$ cat src/kgr_ram.sv
// ============================================================================
// kgr_ram - generic single write, single read RAM
// One write port and one read port; read data is registered.
// ============================================================================
module kgr_ram #(
    parameter int WIDTH = 8,
    parameter int DEPTH = 64
) (
    input  logic                     clk,
    input  logic                     we,
    input  logic [$clog2(DEPTH)-1:0] waddr,
    input  logic [WIDTH-1:0]         wdata,
    input  logic [$clog2(DEPTH)-1:0] raddr,
    output logic [WIDTH-1:0]         rdata
);

    logic [WIDTH-1:0] mem [DEPTH];

    // write and registered read
    always_ff @(posedge clk)
    begin
        if (we)
            mem[waddr] <= wdata;
        rdata <= mem[raddr];
    end

endmodule

$ cat config.mk
export PLATFORM = sky130hd
export DESIGN_NAME = kgr_ram
export DESIGN_NICKNAME = d
export VERILOG_FILES = /design/src/kgr_ram.sv
export SDC_FILE = /design/constraint.sdc
export NUM_CORES = 1
export LEC_CHECK = 0
export BUFFER_PORTS_ARGS = -buffer_cell sky130_fd_sc_hd__buf_2
export CAP_MARGIN = 25
export CELL_PAD_IN_SITES_DETAIL_PLACEMENT = 2
export CELL_PAD_IN_SITES_GLOBAL_PLACEMENT = 2
export CORE_ASPECT_RATIO = 0.6
export CORE_MARGIN = 4
export CORE_UTILIZATION = 45
export CTS_BUF_LIST = sky130_fd_sc_hd__clkbuf_8 sky130_fd_sc_hd__clkbuf_16
export DETAILED_ROUTE_END_ITERATION = 10
export PLACE_DENSITY = 0.78
export SYNTH_ARGS = -nofsm -noshare
export SYNTH_HDL_FRONTEND = slang
export SYNTH_SLANG_ARGS = --single-unit
$ cat constraint.sdc
create_clock -name clk -period 2.4 [get_ports clk]
set_input_delay 0.6 -clock clk [delete_from_list [all_inputs] [get_ports clk]]
set_output_delay 0.6 -clock clk [all_outputs]
set_load 0.03 [all_outputs]
-- After elaboration in Yosys (flattened, before gate mapping)
Memories as Yosys holds them, arrays and structs flattened. A register that Yosys moved wholly into a read port is not among the register bits.
Index checks and enable logic that the tools add are counted.
- flip-flop bits (word level): 0
- RAM bits: 512
- input bits: 22
- output and inout bits: 8
- logic and storage cells: 3
- memories kept: 1
- memories (memory ; depth ; bits a word ; rd ports ; clocked after Yosys merged registers in ; wr ports ; line ; RTL):
    mem ; 64 ; 8 ; 1 ; 1 ; 1 ; 17 ; logic [WIDTH-1:0] mem [DEPTH];
- mux-type cells: 2
- operators by type and width (operator ; number):
    two-way mux 1 bit ; 2

-- Logic depth before layout (Yosys ltp)
- depth after elaboration: 2
- gate-level depth with buffers: 9
- mapped depth without buffers: 5

-- Worst setup path before layout
OpenSTA, ideal clock, no wires.
- kind: in2reg
- start: in raddr[1]
- end: reg rdata[3], read port of mem
- library setup time: 128 ps
- arrival time: 2140 ps
- data required time: 2272 ps
- setup slack: 132 ps
- cell stages on the path: 7
- buffers on the path: 3
- cells stage by stage: buf_4 buf_2 buf_2 mux4_2 mux4_2 o21ai_1 o41ai_1
- RTL lines (item ; line ; RTL):
    start, declared ; 13 ; input logic [$clog2(DEPTH)-1:0] raddr,
    end, declared ; 14 ; output logic [WIDTH-1:0] rdata

==> metrics <==
Clock Skews between 15 and 20 ps; Tcrit/Tclk final 92.0%; Max Clk Rate about 0.45 GHz; Post-synth EDFFs 512; diodes inserted 0; worst vdd ir 664 µV; Comb pwr share 6.0%; post-synth top area cell edfxtp_1; DR pass1 iterations 5; syn_area_per_cell 21.5 µm²; most frequent cells in the layout 512 x edfxtp_1, 126 x mux4_2, 120 x buf_4; Longest Clk Path Bufs 3; die width 281 µm; Netlist cell types 40; top cell type's share of synthesized area 76.2%; gr usage total 25.4%; initial antenna violation count 1; die outline height approximately 170 µm; cts hold-fix bufs 0; Die ar. 48400 µm²; IO buf count 29; post-synthesis sequential area ratio 77.0%; register area 15500 µm²; Final Max Tran Viols 0; Root Driver clkbuf_16; total CTS buffers 48; initial drt markers ~1400; metal2 WL 27400 µm; drt wl/cell 34.9 µm; Core Area roughly 44000 µm²; H-tree depth 2; WL met3 roughly 4800 µm; pwr/cell area slightly above 800 nW/µm²; Remaining Overflow, GRT 0; async set or reset register ratio after synthesis 0%; placed wire-length estimate 39700 µm; Clock Latency Late Sink 580 ps; Synth-to-Final Area Change 16.8%; clock tree sinks 520; post-CTS setup buffers 0; Rel. slew slack a little under half; IO Pins 30; wl on met1 26700 µm; vias in the first global route 11407; CP Data Required Time 2840 ps; #FFs+latches synth 520; clock network fraction of design power 40.9%; unrepaired setup endpoints after global routing no; Sw Ratio 21.8%; layout cells sized above 1 32.7%; dpl cell area 22000 µm²; internal power approximately 15000 µW; post-cts sizing count 0; routed vias 10449; Worst Setup SP raddr[0]; HP Class input pin to register; clock-pin slew on the worst setup and hold paths roughly 70 ps; Multi-input gate area 4320 µm²; setup violators final 0; CP Class input pin to register; Max Cap Viol 0; commonest non-fill, non-tap cell in the layout edfxtp_1; Lkg Pwr 0.00767 µW; Cells after Synth 940; Worst R2R Start mem[2][5]$_DFFE_PP_; Final min period 2210 ps; Worst Max-Slew Pin Slew between 800 and 900 ps; Detailed Route WL 60100 µm; Reg power frac a little over half; outcome completed; crit end category register; Synth area leaders edfxtp_1 76%, mux4_2 14%, nor2_1 1.5%; Finished Cell Area 23600 µm²; CTS tree built; min-delay src wdata[7]; Final Hold Fails 0; post-synthesis net count 962; WHS 440 ps; Main synth FF type edfxtp_1; Post-DRT Antenna Nets 0; synth warn 0; routability cong. 0.823; fill count around 3700; uppermost routed layer met5; cell row count 59; Post-Layout Cell Count roughly 1700; Post-Place Cells 1634; worst-path maximum fanout 8; Post-route DRC 0; Mapped Area 20200 µm²; largest net degree at the start of global routing 65; Critical Path Start Type input pin; final net count 1127; first-pass GRT wire length ~87000 µm; arrival time at the worst endpoint approximately 2700 ps; Sw Pwr 4140 µW; vias per inst 6.07; starting density of the core a little under half
## path summary, 6_finish.rpt
kind              cells after the start                   to  slack, ps
setup / recovery                      7     rdata[5]$_DFF_P_        190
hold / removal                        1  mem[4][7]$_DFFE_PP_        440
setup reg to reg                      5     rdata[5]$_DFF_P_        340
hold reg to reg                       4     rdata[0]$_DFF_P_        910
## cell usage after synthesis, types with 11 or more instances
library cell / count
nor2_1: 83
mux2_2: 13
mux2i_1: 23
buf_4: 13
buf_2: 11
nor2b_1: 14
nand3_1: 13
mux4_2: 126
edfxtp_1: 512
nand2_1: 19
clkbuf_1: 17
## layout make-up
| class | count | area share, % |
|---|---|---|
| clock buffers | 50 | 5.26 |
| flip-flops and latches | 520 | 66.0 |
| multi-input cells | 369 | 18.3 |
| well taps | 579 | 3.08 |
| repair buffers | 166 | 6.05 |
| clock inverters | 37 | 1.33 |
## worst max-delay path: stages
cell and delay (ps):
clkbuf_8 210, buf_12 150, buf_4 170, mux4_2 560, a2111oi_0 650, buf_4 230, o41ai_1 70
## cell families (layout without fill, tap and decap cells)
logic type      Yosys count  after routing  share of synthesized area (%)
compound gates           54             54                           2.07
simple gates            153            153                           3.39
buf+inv                  51            253                           1.57
flops                   520            520                           77.0
mux                     162            162                           15.9
## stage by stage
step	power (µW)	setup WS [ps]	TNS [ps]	utilization, %
finish	19000	191	0	53.8
global route	19600	181	0	53.8
CTS	19100	228	0	53.8
detailed placement	11400	-370	-5950	50.3
global placement	11300	-311	-1450	50.3
floorplan	10800	132	0	-
## sequential cells by signal, summed over array words and instances (netlist names)
name,count
mem,512
rdata,8
## power by group through the flow
stage / clock, µW / combinational [µW] / sequential (µW)
2_1_floorplan: 0 / 536 / 10300
3_3_place_gp: 0 / 1070 / 10300
3_5_place_dp: 0 / 1140 / 10300
4_1_cts: 7900 / 1150 / 10100
5_1_grt: 8320 / 1210 / 10100
6_report: 7770 / 1140 / 10100
## layer usage
layer	GRT usage, %	vias up
met2	39.6	379
li1	-	4249
met5	0	-
met1	36.6	5736
met4	5.58	2
met3	6.90	83
(Power assumes the default switching activity.)
