### src/kgr_pkg.sv
// ============================================================================
// kgr_pkg - shared types and constants of the key grid ripple effect
// Ripple codes, operation codes, level constants and the per-cell update rule.
// ============================================================================
package kgr_pkg;

    // default grid bounds and frame size
    localparam int DEF_MAX_ROWS = 8;
    localparam int DEF_MAX_COLS = 8;
    localparam int FRAME_CAP    = 64;

    typedef logic signed [7:0] code_t;
    typedef logic signed [6:0] key_t;
    typedef logic signed [6:0] pix_t;

    // operation codes
    localparam logic [1:0] OP_SET_KEY   = 2'd0;
    localparam logic [1:0] OP_SET_PIXEL = 2'd1;
    localparam logic [1:0] OP_TRIGGER   = 2'd2;
    localparam logic [1:0] OP_TICK      = 2'd3;

    // register indexes
    localparam logic REG_ROWS = 1'b0;
    localparam logic REG_COLS = 1'b1;

    // ripple codes
    localparam code_t RC_NONE    = 8'sd0;
    localparam code_t RC_ALL     = 8'sd1;
    localparam code_t RC_UP_R    = 8'sd2;
    localparam code_t RC_LEFT_U  = 8'sd3;
    localparam code_t RC_RIGHT_D = 8'sd4;
    localparam code_t RC_DOWN_L  = 8'sd5;
    localparam code_t RC_UP      = 8'sd6;
    localparam code_t RC_LEFT    = 8'sd7;
    localparam code_t RC_RIGHT   = 8'sd8;
    localparam code_t RC_DOWN    = 8'sd9;
    localparam code_t RC_SPENT   = 8'sd10;

    // blue levels
    localparam logic [4:0] LEVEL_DIM    = 5'd5;
    localparam logic [4:0] LEVEL_BRIGHT = 5'd30;

    // neighbour presence of one cell
    typedef struct packed {
        logic in_grid;
        logic has_up;
        logic has_down;
        logic has_left;
        logic has_right;
    } kgr_bound_t;

    // control of the cell row
    typedef struct packed {
        logic shift;
        logic update;
    } kgr_ctrl_t;

    // New code of one cell on a tick. Writers land in index order, so the
    // cell below wins over the right one, then the cell itself, then left, up.
    function automatic code_t kgr_next_code(input code_t c, input code_t up,
                                            input code_t dn, input code_t lf,
                                            input code_t rt, input kgr_bound_t b);
        code_t r;
        r = c;
        if (b.in_grid)
        begin
            if (b.has_down && (dn == RC_ALL || dn == RC_UP_R))
                r = RC_UP_R;
            else if (b.has_down && (dn == RC_LEFT_U || dn == RC_UP))
                r = RC_UP;
            else if (b.has_right && (rt == RC_ALL || rt == RC_LEFT_U))
                r = RC_LEFT_U;
            else if (b.has_right && (rt == RC_DOWN_L || rt == RC_LEFT))
                r = RC_LEFT;
            else if (c >= RC_ALL && c <= RC_DOWN)
                r = RC_SPENT;
            else if (c > RC_DOWN)
                r = RC_NONE;
            else if (b.has_left && (lf == RC_ALL || lf == RC_RIGHT_D))
                r = RC_RIGHT_D;
            else if (b.has_left && (lf == RC_UP_R || lf == RC_RIGHT))
                r = RC_RIGHT;
            else if (b.has_up && (up == RC_ALL || up == RC_DOWN_L))
                r = RC_DOWN_L;
            else if (b.has_up && (up == RC_RIGHT_D || up == RC_DOWN))
                r = RC_DOWN;
        end
        return r;
    endfunction

endpackage

### src/kgr_cell.sv
// ============================================================================
// kgr_cell - one cell of the key grid ring
// Holds a ripple code and a key number; shifts along the ring or updates.
// ============================================================================
module kgr_cell
    import kgr_pkg::*;
(
    input  logic       clk,
    input  logic       rst_n,
    input  kgr_ctrl_t  ctrl,
    input  code_t      chain_code,
    input  key_t       chain_key,
    input  code_t      up_code,
    input  code_t      dn_code,
    input  code_t      lf_code,
    input  code_t      rt_code,
    input  kgr_bound_t bound,
    output code_t      code,
    output key_t       key
);

    code_t code_reg, code_next;
    key_t  key_reg, key_next;

    // pick update, shift or hold
    always_comb
    begin
        code_next = code_reg;
        key_next  = key_reg;
        if (ctrl.update)
            code_next = kgr_next_code(code_reg, up_code, dn_code, lf_code, rt_code, bound);
        else if (ctrl.shift)
        begin
            code_next = chain_code;
            key_next  = chain_key;
        end
    end

    always_ff @(posedge clk or negedge rst_n)
    begin
        if (!rst_n)
        begin
            code_reg <= RC_NONE;
            key_reg  <= '1;
        end
        else
        begin
            code_reg <= code_next;
            key_reg  <= key_next;
        end
    end

    assign code = code_reg;
    assign key  = key_reg;

endmodule

### config.mk
export PLATFORM = sky130hd
export DESIGN_NAME = kgr_cell
export DESIGN_NICKNAME = d
export VERILOG_FILES = /design/src/kgr_pkg.sv /design/src/kgr_cell.sv
export SDC_FILE = /design/constraint.sdc
export NUM_CORES = 1
export LEC_CHECK = 0
export BUFFER_PORTS_ARGS = -buffer_cell sky130_fd_sc_hd__buf_4
export CAP_MARGIN = 20
export CORE_MARGIN = 3
export CORE_UTILIZATION = 38
export CTS_BUF_LIST = sky130_fd_sc_hd__clkbuf_4
export CTS_CLUSTER_DIAMETER = 50
export DETAILED_ROUTE_END_ITERATION = 12
export PLACE_DENSITY_LB_ADDON = 0.12
export SLEW_MARGIN = 20
export SYNTH_ARGS = -nofsm -noshare
export SYNTH_HDL_FRONTEND = slang
export SYNTH_SLANG_ARGS = --single-unit
### constraint.sdc
create_clock -name clk -period 2.2 [get_ports clk]
set_clock_uncertainty 0.1 [all_clocks]
set_input_delay 0.11 -clock clk [delete_from_list [all_inputs] [get_ports clk]]
set_output_delay 0.11 -clock clk [all_outputs]
set_load 0.02 [all_outputs]
* After elaboration in Yosys (flattened, before gate mapping)
Cells that the tools add are included.
** Word-level totals
- Bits in registers :: 15
- Bits of input ports :: 56
- Output and inout bits :: 15
- Word-level logic and storage cells :: 57
** Operators by class
- Magnitude comparators :: 3
- Equal/unequal tests :: 18
- Muxes and demuxes :: 13
- Bitwise logic cells :: 1
- Reductions and logical operators :: 20
** Operator list (number)
- 2-to-1 mux 8 bit :: 13
- == test 8 x 4 -> 1 bit (second input constant) :: 6
- == test 8 x 2 -> 1 bit (second input constant) :: 4
- == test 8 x 3 -> 1 bit (second input constant) :: 4
- == test 8 x 5 -> 1 bit (second input constant) :: 2
- != test 11 x 1 -> 1 bit (second input constant) :: 1
- logical AND 1 bit :: 9
- >= comparator 8 x 2 -> 1 bit (second input constant) :: 1
- > comparator 8 x 5 -> 1 bit (second input constant) :: 1
- <= comparator 8 x 5 -> 1 bit (second input constant) :: 1
- logical OR 1 bit :: 8
- AND reduction 3 bit :: 1
- != test 2 x 1 -> 1 bit (second input constant) :: 1
- AND reduction 2 bit :: 1
- nonzero test 2 bit :: 1
- NOT 1 bit :: 1

* Logic depth before layout (Yosys ltp)
- Depth after elaboration :: 15
- Gate-level depth with buffers :: 6
- Mapped depth without buffers :: 6

* Worst setup path before layout
No wires, ideal clock.
- Path type :: flip-flop to flip-flop
- Start point :: register code_reg[7], in the netlist code[7]
- End point :: register code_reg[0], in the netlist code[0]
- Library setup time :: 125 ps
- Arrival :: 1917 ps
- Data required time :: 1975 ps
- Setup slack :: 57 ps
- Cell stages (with the launch flop) :: 7
- Buffers on the path :: 0
- Period minus slack after synthesis :: 2143 ps
- Cell sequence :: dfrtp_1 -> nor4_2 -> nand2_1 -> o311ai_2 -> nor4b_4 -> nor2_8 -> mux2_4
** On the way
- Longest elaborated chain between the ends :: 9
- Elaborated cells on any way between the ends :: 14
- Classes of those cells :: order compare: 3; eq/ne: 1; mux: 8; reduce/logical: 2
** RTL lines
- start, declared :: RTL line kgr_cell.sv:22 : code_t code_reg, code_next;
- start signal, assigned :: RTL line kgr_cell.sv:48 : code_reg <= code_next;
- > comparator 8 x 5 -> 1 bit (tied with other cells) :: RTL line kgr_pkg.sv:77 : else if (c > RC_DOWN)
- 2-to-1 mux 8 bit / logical AND 1 bit (equally long branches) :: RTL line kgr_pkg.sv:77, kgr_pkg.sv:75
- 2-to-1 mux 8 bit :: RTL line kgr_pkg.sv:75 : else if (c >= RC_ALL && c <= RC_DOWN)
- 2-to-1 mux 8 bit :: RTL line kgr_pkg.sv:73 : else if (b.has_right && (rt == RC_DOWN_L || rt == RC_LEFT))
- 2-to-1 mux 8 bit :: RTL line kgr_pkg.sv:71 : else if (b.has_right && (rt == RC_ALL || rt == RC_LEFT_U))
- 2-to-1 mux 8 bit :: RTL line kgr_pkg.sv:69 : else if (b.has_down && (dn == RC_LEFT_U || dn == RC_UP))
- 2-to-1 mux 8 bit :: RTL line kgr_pkg.sv:67 : if (b.has_down && (dn == RC_ALL || dn == RC_UP_R))
- 2-to-1 mux 8 bit :: RTL line kgr_pkg.sv:65 : if (b.in_grid)
- 2-to-1 mux 8 bit :: RTL line kgr_cell.sv:30 : if (ctrl.update)
Parallel ways exist; a longest one is shown, timed or not. The select of a mux whose other input is x is not followed.
A chain may end at the register's enable or synchronous reset.

* Worst setup path after layout
- Start point :: register code_reg[2], in the netlist code[2]
- End point :: register code_reg[7], in the netlist code[7]
The elaborated chain is that of the path after synthesis.

==> run metrics <==
Clock Tree Root=clkbuf_4; top cells by count, synth=dfrtp_1 (8), nor2b_1 (8), dfstp_2 (7), mux2_2 (7), mux2_4 (6); leakage=0.789 nW; num rows=18; hpwl dp=2190 µm; fin crit share=0.958; H-tree Lvls=1; die area=3400 µm²; Layout area overhead=65.1%; antenna violations before repair=0; first-pass GRT wire length=4280 µm; ys flop type=dfrtp_1; # setup viols final=0; worst endpoint required time=2.27 ns; Synth area leader=dfrtp_1; CTS tree=yes; register bit count reported by yosys=15; slew margin rel.=0.712; synth warn=0; Post-route DRC=0; port bufs=69; Synth top area share=0.193; Wirelength per Cell=13.6 µm; Starting Density=0.409; Syn Nets=146; HP Class=in2reg; VDD IR max=0.000632 V; reg-to-reg endpoint=code[7]$_DFFE_PN0P_; reg2reg path depth=6; Die Span Y=58.3 µm; CTS Buf Count=3; antenna cells=0; Num Clock Sinks=15; wirelength, routed=2730 µm; DR vias/cell=5.08; clock slew at reported path FFs=0.08 ns; grt ovf=0; largest net degree at the start of global routing=16; Core ar.=2540 µm²; Gate Count Post-Synth=90; # Max-Cap Violations=0; nets=228; Post-synth EDFFs=0; Hold Fails Final Rpt=0; Highest Clock Rate=0.474 GHz; Yosys cell types=35; Largest register FFs=8; RSZ-0062 raised after global routing=false; reg2reg setup slack=0.09 ns; top post-synthesis cells by area=dfrtp_1 (19%), dfstp_2 (18%), mux2_4 (8.7%); Final GP Congestion=0.732; Post-CTS Setup Inserts=0; Slew Viols, Final=0; worst r2r src=code[2]$_DFFE_PN0P_; fin crit period=2.11 ns; CP arrival=2.17 ns; fillcell total=211; clock buffer depth=2; synthesized cell area=1040 µm²; status=completed; drt first pass iters=4; crit path launch=code[2]$_DFFE_PN0P_; asr flop ratio synth=1.00; Critical Path End=code[7]$_DFFE_PN0P_; io pins=71; critical path capture point type=flip-flop; Worst-Margin Slew=0.431 ns; worst skew pair latency=0.28 ns; Worst Setup Start Kind=flip-flop; PwrDens=680 nW/µm²; crit path kind=reg2reg; Vias=1022; worst hold stages=3; Fin Hold WS=0.0827 ns; Overall Global Routing Usage=0.163; fraction of layout cells with a size suffix above 1=0.602; vias in the first global route=1062; Mapped Avg Cell Area=11.6 µm²; sequential share of the synthesized area=0.369; final antenna-violating net count=0; critical-path maximum fanout=8; DIE WIDTH=58.3 µm; aggregate negative setup slack=0 ns; Iteration-0 DRC Markers=27
==> logic make-up after synthesis <==
logic type      synth area share
simple gates               0.249
buf+inv                   0.0289
flops                      0.369
mux                        0.182
compound gates             0.146
xor+xnor                  0.0253
==> critical path, cell delays in order (launching register included) <==
cell and delay [ns]:
dfrtp_1 0.44, o21ai_0 0.32, nand2_1 0.11, o311ai_2 0.36, nor4b_4 0.12, nor2_8 0.23, mux2_4 0.32
==> area by class of cell <==
cell class              count  area [µm²]  area share
repair buffers             79         613       0.357
multi-input cells          70         641       0.373
flip-flops and latches     15         384       0.224
well taps                  30        37.5      0.0219
inverters                   3        11.3     0.00656
clock buffers               4        30.0      0.0175
==> where the power goes <==
group	total (mW)	switching (mW)	internal (mW)
Clock	0.164	0.0811	0.0827
Combinational	0.573	0.265	0.308
Sequential	0.430	0.0718	0.359
==> what timing repair did <==
item	CTS	global route
endpoints found under the setup margin	0	7
gates resized for setup	0	2
hold endpoints to repair	22	0
hold buffers	8	0
==> layout by cell type, fill, tap and decap left out, drive strengths merged, types with 2 or more instances in the layout <==
cell type	count
inv	3
a21oi	4
nand2b	2
mux2i	2
mux2	13
o21ai	3
xnor2	3
dlygate4sd3	8
nor4	6
nor4b	2
buf	71
dfrtp	8
a211o	2
nor2b	9
dfstp	7
o32a	2
nand2	3
clkbuf	4
nor2	6
nor3	2
==> routing by layer <==
metal,part of all wire,global-route usage,up-vias
li1,-,-,501
met3,0.094,0.0263,4
met1,0.35,0.160,476
met4,0.013,0.0861,0
met5,0,0,-
met2,0.54,0.321,41
==> metrics by stage <==
step / area, µm² / setup slack, ns / util / total power, mW / std cells
CTS: 1700 / 0.0107 / 0.669 / 1.16 / 201
floorplan: 1040 / 0.0575 / - / 0.733 / 90
finish: 1720 / 0.0923 / 0.675 / 1.17 / 201
detailed placement: 1590 / 0.0314 / 0.625 / 0.975 / 189
global placement: 1590 / 0.117 / 0.625 / 0.961 / 189
global route: 1720 / 0.0126 / 0.675 / 1.24 / 201
==> worst min-delay path by stage <==
stage	slack [ns]	end	start
final	0.08	code[1]$_DFFE_PN0P_	chain_code[1]
after global routing	0.10	code[7]$_DFFE_PN0P_	chain_code[7]
after CTS	0.07	code[6]$_DFFE_PN0P_	chain_code[6]
after detailed placement	-0.13	code[7]$_DFFE_PN0P_	rst_n
after global placement	-0.13	code[7]$_DFFE_PN0P_	rst_n
after floorplan	-0.29	code[0]$_DFFE_PN0P_	rst_n
Power figures use the tool's default switching activity.
